[src/rtl/rltm_pkg.sv]
// Shared types, field widths, operation codes and defaults of the resource lock tag manager.
package rltm_pkg;

    localparam int KIND_W     = 3;
    localparam int RES_IN_W   = 2;
    localparam int CORE_W     = 1;
    localparam int TAG_W      = 32;
    localparam int SLOT_OUT_W = 4;
    localparam int HOLDER_W   = 2;

    localparam int SLOTS_DEF     = 10;
    localparam int RESOURCES_DEF = 4;
    localparam int CORES_DEF     = 2;

    localparam logic [KIND_W-1:0] KIND_ACQUIRE = 3'd0;
    localparam logic [KIND_W-1:0] KIND_FREE    = 3'd1;
    localparam logic [KIND_W-1:0] KIND_LOOKUP  = 3'd2;
    localparam logic [KIND_W-1:0] KIND_RELEASE = 3'd3;
    localparam logic [KIND_W-1:0] KIND_QUERY   = 3'd4;

    localparam logic [TAG_W-1:0] TAG_NEVER = '1;

    typedef enum logic {
        SCAN_FREE,
        SCAN_MATCH
    } t_scan_mode;

endpackage

[src/rtl/resource_lock_tag_manager_unit.sv]
// Top level of the resource lock tag manager: lock table, slot store and scan sequencer.
//
// A command is transferred when start is high and busy is low; busy then stays high until the
// result has been computed. Each command produces exactly one result, shown on the o_ result
// ports for a single cycle with o_valid high; the receiver must take it in that cycle because
// it cannot be held. Commands that search the slot store (an acquire on a free lock with a
// valid core, a lookup, a release) walk the slots one per cycle through the single read port
// of the slot label RAM and one shared compare unit; a hit ends the walk at that slot and a
// miss ends it after the last slot. Every command then passes through the apply and report
// states before o_valid; free, query and acquires that fail before the search skip the walk.
// A new command may be transferred in the same cycle as o_valid. The slot active bits, lock
// holders and label counter are cleared by reset and the owner labels set to TAG_NEVER; the
// label RAM needs no clearing because a slot's label is only looked at while it is active.
module resource_lock_tag_manager_unit #(
    parameter int SLOTS     = rltm_pkg::SLOTS_DEF,
    parameter int RESOURCES = rltm_pkg::RESOURCES_DEF,
    parameter int CORES     = rltm_pkg::CORES_DEF
) (
    input  logic                               i_clk,
    input  logic                               i_rst_n,
    input  logic                               start,
    output logic                               busy,
    input  logic [rltm_pkg::KIND_W-1:0]        i_kind,
    input  logic [rltm_pkg::RES_IN_W-1:0]      i_resource,
    input  logic [rltm_pkg::CORE_W-1:0]        i_core_id,
    input  logic [rltm_pkg::TAG_W-1:0]         i_tag,
    output logic                               o_valid,
    output logic                               o_ok,
    output logic [rltm_pkg::TAG_W-1:0]         o_assigned_tag,
    output logic [rltm_pkg::SLOT_OUT_W-1:0]    o_slot_index,
    output logic [rltm_pkg::HOLDER_W-1:0]      o_holder,
    output logic [rltm_pkg::TAG_W-1:0]         o_owner_tag
);

    localparam int SLOT_W = (SLOTS > 1) ? $clog2(SLOTS) : 1;
    localparam int SCNT_W = $clog2(SLOTS + 1);
    localparam int RES_W  = (RESOURCES > 1) ? $clog2(RESOURCES) : 1;
    localparam int HOLD_W = $clog2(CORES + 1);
    localparam int TAG_W  = rltm_pkg::TAG_W;

    typedef enum logic [1:0] {
        S_IDLE,
        S_SCAN,
        S_APPLY,
        S_REPORT
    } t_state_e;

    t_state_e               r_state;

    // Latched command.
    logic [rltm_pkg::KIND_W-1:0]   r_kind;
    logic [rltm_pkg::RES_IN_W-1:0] r_res;
    logic [rltm_pkg::CORE_W-1:0]   r_core;
    logic [TAG_W-1:0]              r_tag;
    rltm_pkg::t_scan_mode          r_mode;

    // Scan pointers: r_rd_idx is the address in flight, r_chk_idx the slot whose data is back.
    logic [SCNT_W-1:0]      r_rd_idx;
    logic [SLOT_W-1:0]      r_chk_idx;
    logic                   r_chk_vld;
    logic                   r_found;
    logic [SLOT_W-1:0]      r_slot;
    logic [TAG_W-1:0]       r_assigned;

    // Architectural state.
    logic                   r_active [SLOTS];
    logic [HOLD_W-1:0]      r_holder [RESOURCES];
    logic [TAG_W-1:0]       r_last   [RESOURCES];
    logic [TAG_W-1:0]       r_counter;

    // Result registers.
    logic                                r_o_valid;
    logic                                r_o_ok;
    logic [TAG_W-1:0]                    r_o_assigned;
    logic [rltm_pkg::SLOT_OUT_W-1:0]     r_o_slot;
    logic [rltm_pkg::HOLDER_W-1:0]       r_o_holder;
    logic [TAG_W-1:0]                    r_o_owner;

    logic                   accept;
    logic                   in_res_ok;
    logic [RES_W-1:0]       in_res_idx;
    logic                   in_core_ok;
    logic                   res_ok;
    logic [RES_W-1:0]       res_idx;
    logic [TAG_W-1:0]       ram_rdata;
    logic                   ram_we;
    logic                   hit;

    assign busy       = (r_state != S_IDLE);
    assign accept     = start && !busy;
    assign in_res_ok  = (int'(i_resource) < RESOURCES);
    assign in_res_idx = RES_W'(i_resource);
    assign in_core_ok = (int'(i_core_id) < CORES);
    assign res_ok     = (int'(r_res) < RESOURCES);
    assign res_idx    = RES_W'(r_res);

    // A new slot label is written when an acquire has found its free slot.
    assign ram_we = (r_state == S_APPLY) && (r_kind == rltm_pkg::KIND_ACQUIRE) && r_found;

    rltm_ram #(
        .WIDTH (TAG_W),
        .DEPTH (SLOTS),
        .AW    (SLOT_W)
    ) u_tag_ram (
        .i_clk   (i_clk),
        .i_we    (ram_we),
        .i_waddr (r_slot),
        .i_wdata (r_counter),
        .i_raddr (r_rd_idx[SLOT_W-1:0]),
        .o_rdata (ram_rdata)
    );

    rltm_cmp u_cmp (
        .i_mode   (r_mode),
        .i_active (r_active[r_chk_idx]),
        .i_data   (ram_rdata),
        .i_key    (r_tag),
        .o_hit    (hit)
    );

    always_ff @(posedge i_clk) begin
        if (!i_rst_n) begin
            r_state   <= S_IDLE;
            r_o_valid <= 1'b0;
            r_chk_vld <= 1'b0;
            r_counter <= '0;
            for (int i = 0; i < SLOTS; i++) begin
                r_active[i] <= 1'b0;
            end
            for (int i = 0; i < RESOURCES; i++) begin
                r_holder[i] <= '0;
                r_last[i]   <= rltm_pkg::TAG_NEVER;
            end
        end else begin
            r_o_valid <= 1'b0;
            case (r_state)
                S_IDLE: begin
                    if (accept) begin
                        r_kind     <= i_kind;
                        r_res      <= i_resource;
                        r_core     <= i_core_id;
                        r_tag      <= i_tag;
                        r_found    <= 1'b0;
                        r_slot     <= '0;
                        r_assigned <= '0;
                        r_rd_idx   <= '0;
                        r_chk_idx  <= '0;
                        r_chk_vld  <= 1'b0;
                        r_state    <= S_APPLY;
                        if (i_kind == rltm_pkg::KIND_ACQUIRE) begin
                            // Only a free lock with a valid requester goes on to the slot search.
                            r_mode <= rltm_pkg::SCAN_FREE;
                            if (in_res_ok && in_core_ok && (r_holder[in_res_idx] == '0)) begin
                                r_state <= S_SCAN;
                            end
                        end else if (i_kind inside {rltm_pkg::KIND_LOOKUP,
                                                    rltm_pkg::KIND_RELEASE}) begin
                            r_mode  <= rltm_pkg::SCAN_MATCH;
                            r_state <= S_SCAN;
                        end else begin
                            r_mode <= rltm_pkg::SCAN_MATCH;
                        end
                    end
                end
                S_SCAN: begin
                    if (r_chk_vld && hit) begin
                        r_found <= 1'b1;
                        r_slot  <= r_chk_idx;
                        r_state <= S_APPLY;
                    end else if (r_chk_vld && (r_chk_idx == SLOT_W'(SLOTS - 1))) begin
                        r_state <= S_APPLY;
                    end else begin
                        if (r_rd_idx < SCNT_W'(SLOTS)) begin
                            r_rd_idx <= r_rd_idx + 1'b1;
                        end
                        r_chk_idx <= r_rd_idx[SLOT_W-1:0];
                        r_chk_vld <= (r_rd_idx < SCNT_W'(SLOTS));
                    end
                end
                S_APPLY: begin
                    r_chk_vld <= 1'b0;
                    case (r_kind)
                        rltm_pkg::KIND_ACQUIRE: begin
                            if (r_found) begin
                                r_holder[res_idx] <= HOLD_W'(r_core) + 1'b1;
                                r_last[res_idx]   <= r_counter;
                                r_active[r_slot]  <= 1'b1;
                                r_assigned        <= r_counter;
                                r_counter         <= r_counter + 1'b1;
                            end
                        end
                        rltm_pkg::KIND_FREE: begin
                            if (res_ok) begin
                                r_holder[res_idx] <= '0;
                            end
                        end
                        rltm_pkg::KIND_RELEASE: begin
                            if (r_found) begin
                                r_active[r_slot] <= 1'b0;
                            end
                        end
                        default: begin
                        end
                    endcase
                    r_state <= S_REPORT;
                end
                S_REPORT: begin
                    // Holder and owner label are read after the update has landed.
                    r_o_valid    <= 1'b1;
                    r_o_ok       <= r_found;
                    r_o_assigned <= r_assigned;
                    r_o_slot     <= r_found ? rltm_pkg::SLOT_OUT_W'(r_slot) : '0;
                    r_o_holder   <= res_ok ? rltm_pkg::HOLDER_W'(r_holder[res_idx]) : '0;
                    r_o_owner    <= res_ok ? r_last[res_idx] : rltm_pkg::TAG_NEVER;
                    r_state      <= S_IDLE;
                end
                default: begin
                    r_state <= S_IDLE;
                end
            endcase
        end
    end

    assign o_valid        = r_o_valid;
    assign o_ok           = r_o_ok;
    assign o_assigned_tag = r_o_assigned;
    assign o_slot_index   = r_o_slot;
    assign o_holder       = r_o_holder;
    assign o_owner_tag    = r_o_owner;

endmodule

[src/rtl/rltm_ram.sv]
// Generic single-write, single-read RAM with registered read data.
module rltm_ram #(
    parameter int WIDTH = 32,
    parameter int DEPTH = 10,
    parameter int AW    = (DEPTH > 1) ? $clog2(DEPTH) : 1
) (
    input  logic             i_clk,
    input  logic             i_we,
    input  logic [AW-1:0]    i_waddr,
    input  logic [WIDTH-1:0] i_wdata,
    input  logic [AW-1:0]    i_raddr,
    output logic [WIDTH-1:0] o_rdata
);

    logic [WIDTH-1:0] r_mem [DEPTH];
    logic [WIDTH-1:0] r_rdata;

    always_ff @(posedge i_clk) begin
        if (i_we) begin
            r_mem[i_waddr] <= i_wdata;
        end
        r_rdata <= r_mem[i_raddr];
    end

    assign o_rdata = r_rdata;

endmodule

[src/rtl/rltm_cmp.sv]
// Shared slot test unit: free-slot test or active-and-label-equal test.
module rltm_cmp (
    input  rltm_pkg::t_scan_mode           i_mode,
    input  logic                           i_active,
    input  logic [rltm_pkg::TAG_W-1:0]     i_data,
    input  logic [rltm_pkg::TAG_W-1:0]     i_key,
    output logic                           o_hit
);

    always_comb begin
        case (i_mode)
            rltm_pkg::SCAN_FREE:  o_hit = !i_active;
            rltm_pkg::SCAN_MATCH: o_hit = i_active && (i_data == i_key);
            default:              o_hit = 1'b0;
        endcase
    end

endmodule

[config.mk]
export PLATFORM = sky130hd
export DESIGN_NAME = resource_lock_tag_manager_unit
export DESIGN_NICKNAME = d
export VERILOG_FILES = /design/src/rtl/rltm_pkg.sv /design/src/rtl/resource_lock_tag_manager_unit.sv /design/src/rtl/rltm_ram.sv /design/src/rtl/rltm_cmp.sv
export SDC_FILE = /design/constraint.sdc
export NUM_CORES = 1
export LEC_CHECK = 0
export ABC_AREA = 1
export ABC_CLOCK_PERIOD_IN_PS = 12810
export BUFFER_PORTS_ARGS = -buffer_cell sky130_fd_sc_hd__buf_2
export CORE_UTILIZATION = 45
export DETAILED_ROUTE_END_ITERATION = 8
export GPL_TIMING_DRIVEN = 0
export HOLD_SLACK_MARGIN = 0.06
export PLACE_DENSITY = 0.66
export SYNTH_ARGS = -nofsm -noshare
export SYNTH_HDL_FRONTEND = slang
export SYNTH_SLANG_ARGS = --single-unit
[constraint.sdc]
create_clock -name i_clk -period 12.81 [get_ports i_clk]
set_input_delay 0 -clock i_clk [delete_from_list [all_inputs] [get_ports i_clk]]
set_output_delay 0 -clock i_clk [all_outputs]
set_load 0.02 [all_outputs]
==> metrics.md, run 1 <==
| Metric | Value |
|---|---|
| Status | `complete, no violations` |
| Pleak | `10.6 nW` |
| Top cells by area, synth | `edfxtp_1, dfxtp_1, nand2_1` |
| GRT met1 Usage | `28.9%` |
| Main flop type after synthesis | `edfxtp_1` |
| Dpl cells | `3168` |
| First-pass GRT wire length | `105000 um` |
| PD cells | `171 nW/um2` |
| CTS tree | `yes` |
| Largest stage delay, worst path | `590 ps` |
| Share of the synthesized area in the top cell type | `67.7%` |
| Non-filler cells, final | `3339` |
| Via density | `5.44` |
| P&R area growth vs syn | `17.2%` |
| Met2 usage | `37.5%` |
| Crit path kind | `reg -> reg` |
| Max VDD drop | `93.0 uV` |
| Final Max Tran Viols | `0` |
| WL/cell | `20.6 um` |
| Total global-route track usage | `22.2%` |
| Worst path most repeated cell | `inv_2` |
| Biggest area consumer among synthesized cells | `edfxtp_1` |
| Met3 Resource Use GR | `4.10%` |
| GR peak layer | `met2` |
| Mapped Cells | `2256` |
| Multi-input logic area | `6220 um2` |
| CP endpoint kind | `register` |
| Global route total overflow | `0` |
| Post-Synth Simple-Gate Area | `12.0%` |
| H-Tree Depth | `3` |
| Root Driver | `clkbuf_16` |
| Critical path, cell by cell | `inv_1 > ha_1 > buf_4 > nand2_1 > nor2_4 > inv_2 > nor2_1 > inv_2 > o21ai_4 > buf_16` |
| Setup TNS Final | `0 ps` |
| Fin. Hold Viols | `0` |
| Clock insertion delay at the later pin of the skew report | `630 ps` |
| Min Hold Slack | `94.2 ps` |
| Post-synthesis xor/xnor area fraction | `0.799%` |
| CP Buf/Inv Count | `5` |
| Crit-path slowest cell | `o21ai_4` |
| Vias in the first global route | `18081` |
| Overall power | `5.51 mW` |
| Largest net degree at the start of global routing | `72` |
| Worst setup SP type | `register` |
| Number of synthesized register bits | `699` |
| Required time of the critical path | `13120 ps` |
| Clk_skew | `32.7 ps` |
| # IOs | `114` |
| Largest family of logic cells by synthesized area | `simple AND/OR/NAND/NOR gates` |
| Starting Density | `45.5%` |
| Final Routed Wirelength | `68700 um` |
| DIE WIDTH | `249 um` |
| Routed Antenna Nets | `0` |
| Max_slew headroom | `37.8%` |
| Max cap viols | `0` |
| Leading cell type in the layout, fill and taps excluded | `edfxtp_1` |
| Routability cong. | `0.894` |
| Final WS setup | `9880 ps` |
| Sequential Area | `20200 um2` |
| Core area | `60200 um2` |
| Worst path arrival time | `3240 ps` |
| Avg Inst Size Synth | `12.1 um2` |
| Critical Path Fanout Max | `17` |
| Crit-path leading delay family | `buffers and inverters` |
| DR iter-0 viols | `1961` |
| Post-Synth Adder-Cell Area | `0.274%` |
| CTS buffer count | `72` |
| Pre-antenna DRT Iters | `6` |
| Fmax | `341 MHz` |
| DP Wirelength | `46300 um` |
| CTS clock-pin slew for the worst setup and hold paths | `60 ps` |
| Die Ht | `249 um` |
| Routed via count | `18178` |
| Final #Nets | `2547` |
| Class of the tightest hold or removal check | `in -> reg` |
| Worst-Margin Slew | `933 ps` |
| RSZ-0062 raised after global routing | `no` |
| Area of the die | `61900 um2` |
| Clock Path Buffers | `3` |
| Share of cells above drive strength 1 | `11.7%` |
| Number of setup violations in the final report | `0` |
| Clock sink count | `699` |
| Initial antenna violation count | `1` |
| Row cnt | `90` |
| Syn_nets | `2303` |
| Residual DRC | `0` |
| Pre-CTS setup slack | `9810 ps` |
| Sequential fraction of the synthesis area | `73.6%` |
| Library cells used by synthesis | `42` |
| Fillers | `4914` |
| Min Clock Period, post-route | `2930 ps` |
| Synth warn | `0` |
| Synth Area in Compound Gates | `9.14%` |
| Mux share of post-synthesis cell area | `0%` |
| Mapped Area | `27400 um2` |
| Input/output buffers | `112` |
| Period utilisation layout | `22.9%` |
| Most frequent cells in the layout | `edfxtp_1, nand2_1, nor2_1` |
| Post-synth EDFFs | `618` |
| Post-synth ARST share | `0%` |
==> metrics by stage <==
step	cell area, um2	utilization (%)
final	32100	53.3
after global routing	32100	53.3
after CTS	32100	53.3
after detailed placement	29500	49.0
after global placement	28900	48.0
after floorplan	27400	-
==> repair_timing <==
| item | CTS | global route |
|---|---|---|
| resized for setup | 0 | 0 |
| hold buffers | 40 | 0 |
| endpoints found under the hold margin | 71 | 0 |
| setup buffers | 0 | 0 |
==> layer usage <==
metal,vias up,wire [um]
met5,-,0
met4,0,1840
met3,132,5360
met2,801,33700
met1,8819,27800
li1,8426,-
==> final timing paths <==
check / slack [ps] / to / depth (start not counted) / startpoint
worst max-delay path: 9880 / r_last[2][11] / 10 / r_state[0]
worst min-delay path: 90 / r_tag[9] / 2 / i_tag[9]
worst max register to register: 9880 / r_last[2][11] / 10 / r_state[0]
worst min register to register: 420 / o_assigned_tag[6] / 0 / r_assigned[6]
==> where the power goes <==
part	leakage, nW	switching (mW)	internal, mW	total (mW)
clock network	1.08	0.880	1.13	2.01
logic	3.85	0.576	0.235	0.811
registers	5.62	0.0689	2.62	2.69
total	10.6	1.52	3.98	5.51
==> cell families (layout without fill, tap and decap cells) <==
kind of cell	after synthesis	count (layout)
other	0	1
xor gates and xnor gates	25	25
DFF	699	699
and+or+nand+nor	793	793
buffers and inverters	294	594
adders and majority gates	6	6
AOI/OAI and AO/OA	439	439
==> cell usage after synthesis, types with 4 or more instances <==
cell type	instances
edfxtp_1	618
nand2_1	392
nor2_1	302
o21ai_0	260
inv_1	172
clkbuf_1	87
dfxtp_1	81
a21oi_1	60
o221ai_1	33
nand3_1	32
o22ai_1	32
o311ai_0	24
xnor2_1	21
nor3_1	19
buf_2	15
o21ai_1	12
nand4_1	11
nor4_1	8
o311ai_1	8
inv_2	7
nor2_4	7
ha_1	6
nor2_2	6
buf_1	5
clkinv_1	4
o21a_1	4
xor2_1	4
==> flip-flops by register name, indices dropped and copies added (netlist names), named ones only <==
| signal | count |
|---|---|
| r_chk_idx | 4 |
| r_mode | 1 |
| r_found | 1 |
| r_kind | 3 |
| o_slot_index | 4 |
| o_owner_tag | 32 |
| r_state | 2 |
| r_rd_idx | 4 |
| r_core | 1 |
| o_valid | 1 |
| r_assigned | 32 |
| r_chk_vld | 1 |
| r_slot | 4 |
| o_assigned_tag | 32 |
| r_counter | 32 |
| o_ok | 1 |
| r_res | 2 |
| u_tag_ram.r_mem | 320 |
| r_last | 128 |
| o_holder | 2 |
| r_active | 16 |
| r_holder | 8 |
| r_tag | 32 |
| u_tag_ram.o_rdata | 32 |
==> final cells by class <==
type	count	area share, %
Clock buffer	95	5.98
Multi-Input combinational cell	1263	19.4
Clock inverter	35	0.958
Sequential cell	699	62.8
Timing Repair Buffer	170	4.27
Antenna cell	1	0.00779
Inverter	185	2.19
Buffer	109	1.36
Tap cell	782	3.05
==> worst register-to-register path: stages (launching register included) <==
cell and delay (ps):
dfxtp_1 330, inv_1 100, ha_1 150, buf_4 240, nand2_1 150, nor2_4 300
inv_2 140, nor2_1 260, inv_2 130, o21ai_4 590, buf_16 240
Note: power is estimated with default switching activity, not from simulation.
==> run 2, diff against run 1 <==
--- a/config.mk
+++ b/config.mk
@@ -6,13 +6,13 @@
 export NUM_CORES = 1
 export LEC_CHECK = 0
 export ABC_AREA = 1
-export ABC_CLOCK_PERIOD_IN_PS = 12810
+export ABC_CLOCK_PERIOD_IN_PS = 2490
 export BUFFER_PORTS_ARGS = -buffer_cell sky130_fd_sc_hd__buf_2
 export CORE_UTILIZATION = 45
 export DETAILED_ROUTE_END_ITERATION = 8
 export GPL_TIMING_DRIVEN = 0
 export HOLD_SLACK_MARGIN = 0.06
-export PLACE_DENSITY = 0.66
+export PLACE_DENSITY = 0.69
 export SYNTH_ARGS = -nofsm -noshare
 export SYNTH_HDL_FRONTEND = slang
 export SYNTH_SLANG_ARGS = --single-unit
==> constraint.sdc (replaced) <==
create_clock -name i_clk -period 2.49 [get_ports i_clk]
set_input_delay 0 -clock i_clk [delete_from_list [all_inputs] [get_ports i_clk]]
set_output_delay 0 -clock i_clk [all_outputs]
set_load 0.02 [all_outputs]
==> run 2 against run 1 <==
Critical endpoint is now u_tag_ram.o_rdata[4]. Largest cell class unchanged. Global-route usage up 0.50 points. Final cell count up 0.93%. Setup slack worse by 9800 ps. Die area unchanged. Fmax up 22%. Clock power rose to 5.6 times the previous value.
==> metrics.md, run 2 (synthesis results as in run 1) <==
| Metric | Value |
|---|---|
| Status | `complete, no violations` |
| Final Max Tran Viols | `0 (unchanged)` |
| Largest registers | `u_tag_ram.r_mem: 320 flops, r_last: 128 flops` |
| Clock Path Buffers | `3 (unchanged)` |
| # IOs | `114 (unchanged)` |
| Input/output buffers | `112 (unchanged)` |
| Share of cells above drive strength 1 | `14.2% (+2.4 points)` |
| DR iter-0 viols | `1927 (-1.7%)` |
| Worst-Margin Slew | `1290 ps (+358 ps)` |
| Area of the die | `61900 um2 (unchanged)` |
| Min Clock Period, post-route | `2400 ps (-535 ps)` |
| CTS tree | `yes` |
| Worst path arrival time | `2840 ps (-400 ps)` |
| Worst setup SP type | `register` |
| Largest net degree at the start of global routing | `37 (-49%)` |
| Row cnt | `90 (unchanged)` |
| Total global-route track usage | `22.7% (+0.50 points)` |
| Root Driver | `clkbuf_16` |
| Die Ht | `249 um (unchanged)` |
| H-Tree Depth | `3 (unchanged)` |
| Initial antenna violation count | `1 (unchanged)` |
| Critical Path Fanout Max | `10 (-7)` |
| Largest reg by FF count | `u_tag_ram.r_mem` |
| Most frequent cells in the layout | `edfxtp_1, nand2_1, nor2_1` |
| # diodes | `0 (-1)` |
| Fmax | `417 MHz (+22%)` |
| Fillers | `4782 (-2.7%)` |
| Required time of the critical path | `2940 ps (-10180 ps)` |
| Vias in the first global route | `18775 (+3.8%)` |
| PD cells | `891 nW/um2 (+420%)` |
| Max cap viols | `0 (unchanged)` |
| Leading cell type in the layout, fill and taps excluded | `edfxtp_1` |
| CP endpoint kind | `register` |
| Largest register FFs | `320 (unchanged)` |
| Cell Area, Placed | `29400 um2 (-0.24%)` |
| Starting Density | `45.5% (unchanged)` |
| Period utilisation layout | `96.3% (+73 points)` |
| Pleak | `10.9 nW (+3.3%)` |
| First-pass GRT wire length | `107000 um (+1.9%)` |
| DP Wirelength | `46000 um (-0.75%)` |
| Core area | `60200 um2 (unchanged)` |
| Residual DRC | `0 (unchanged)` |
| Clk_skew | `27.4 ps (-5.24 ps)` |
| Final Routed Wirelength | `70300 um (+2.4%)` |
| Class of the tightest hold or removal check | `in -> reg` |
| P&R area growth vs syn | `19.9%` |
| WL/cell | `20.9 um (+1.4%)` |
| Global route total overflow | `0 (unchanged)` |
| Max VDD drop | `537 uV (+480%)` |
| CTS clock-pin slew for the worst setup and hold paths | `60 ps (about the same)` |
| DIE WIDTH | `249 um (unchanged)` |
| Crit path kind | `reg -> reg` |
| Routed via count | `18505 (+1.8%)` |
| Clock insertion delay at the later pin of the skew report | `620 ps (about the same)` |
| Sequential Area | `20200 um2 (about the same)` |
| Max_slew headroom | `13.9% (-24 points)` |
| Clock sink count | `699 (unchanged)` |
| Multi-input logic area | `6330 um2 (+1.8%)` |
| Number of setup violations in the final report | `0 (unchanged)` |
| RSZ-0062 raised after global routing | `no` |
| Post-Layout Inst Area | `32900 um2 (+2.3%)` |
| Via density | `5.49 (+0.86%)` |
| Routability cong. | `0.883 (-1.2%)` |
| Final #Nets | `2577 (+1.2%)` |
| CTS buffer count | `73 (+1.4%)` |
| Fin. Hold Viols | `0 (unchanged)` |
| Setup TNS Final | `0 ps (unchanged)` |
| Pre-antenna DRT Iters | `6 (unchanged)` |
| Routed Antenna Nets | `0 (unchanged)` |
==> run 2: cell types whose count changed in the layout (fill, tap and decap cells not counted), sizes merged <==
cell / delta
buf: +21
bufinv: +4
clkbuf: +2
clkinv: +2
clkinvlp: +3
diode: -1
dlygate4sd3: +1
inv: -5
nor2: +1
o21ai: +3
==> run 2: cell type report <==
type	instances	share of cell area, %
Clock inverter	39	1.17
Timing Repair Buffer	196	5.21
Buffer	108	1.40
Clock buffer	94	6.40
Multi-Input combinational cell	1267	19.3
Inverter	185	2.16
Tap cell	782	2.98
Sequential cell	699	61.4
==> run 2: repair_timing <==
| action | 4_1_cts | 5_1_grt |
|---|---|---|
| hold endpoints to repair | 71 | 0 |
| setup endpoints to repair | 346 | 176 |
| pin swaps | 15 | 1 |
| hold buffers | 41 | 0 |
| resized for setup | 12 | 37 |
| setup buffers | 27 | 2 |
| gates cloned | 4 | 0 |
==> run 2: metrics by stage <==
| step | hold WS [ps] | worst slack, ps | utilization [%] | power, mW | instances |
|---|---|---|---|---|---|
| finish | 106 | 92.0 | 54.6 | 29.3 | 3370 |
| global route | 96.2 | 0.129 | 54.6 | 30.3 | 3370 |
| CTS | 69.3 | 26.0 | 54.4 | 29.4 | 3368 |
| detailed placement | 178 | -680 | 48.8 | 18.1 | 3164 |
| global placement | 180 | -1680 | 48.1 | 18.0 | 3150 |
| floorplan | 98.9 | -336 | - | 16.6 | 2256 |
==> run 2: final timing paths <==
kind | cells after the start | startpoint | slack [ps] | to
max | 5 | r_rd_idx[2] | 90 | u_tag_ram.o_rdata[4]
min | 2 | i_tag[15] | 110 | r_tag[15]
max reg2reg | 5 | r_rd_idx[2] | 90 | u_tag_ram.o_rdata[4]
min reg2reg | 0 | r_assigned[23] | 420 | o_assigned_tag[23]
==> run 2: worst max-delay path, stage by stage (launching register included) <==
cell and delay [ps]:
edfxtp_1 570, clkbuf_1 530, clkbuf_1 490, o221ai_1 290, o311ai_1 150, o21ai_0 200
==> run 2: power by group <==
group          switching, mW  internal (mW)  leakage (nW)
Sequential             0.350           13.5          5.63
Combinational           3.01           1.27          4.06
Clock                   4.48           6.70          1.22
==> run 2: per-layer routing <==
metal  track usage, %  vias to the layer above  share of wire, %
met5                0                        -             0.024
met4             9.83                        2               3.4
met3             4.04                      170               9.2
met2             37.6                      950                48
met1             29.4                     8900                39
li1                 -                     8483                 -
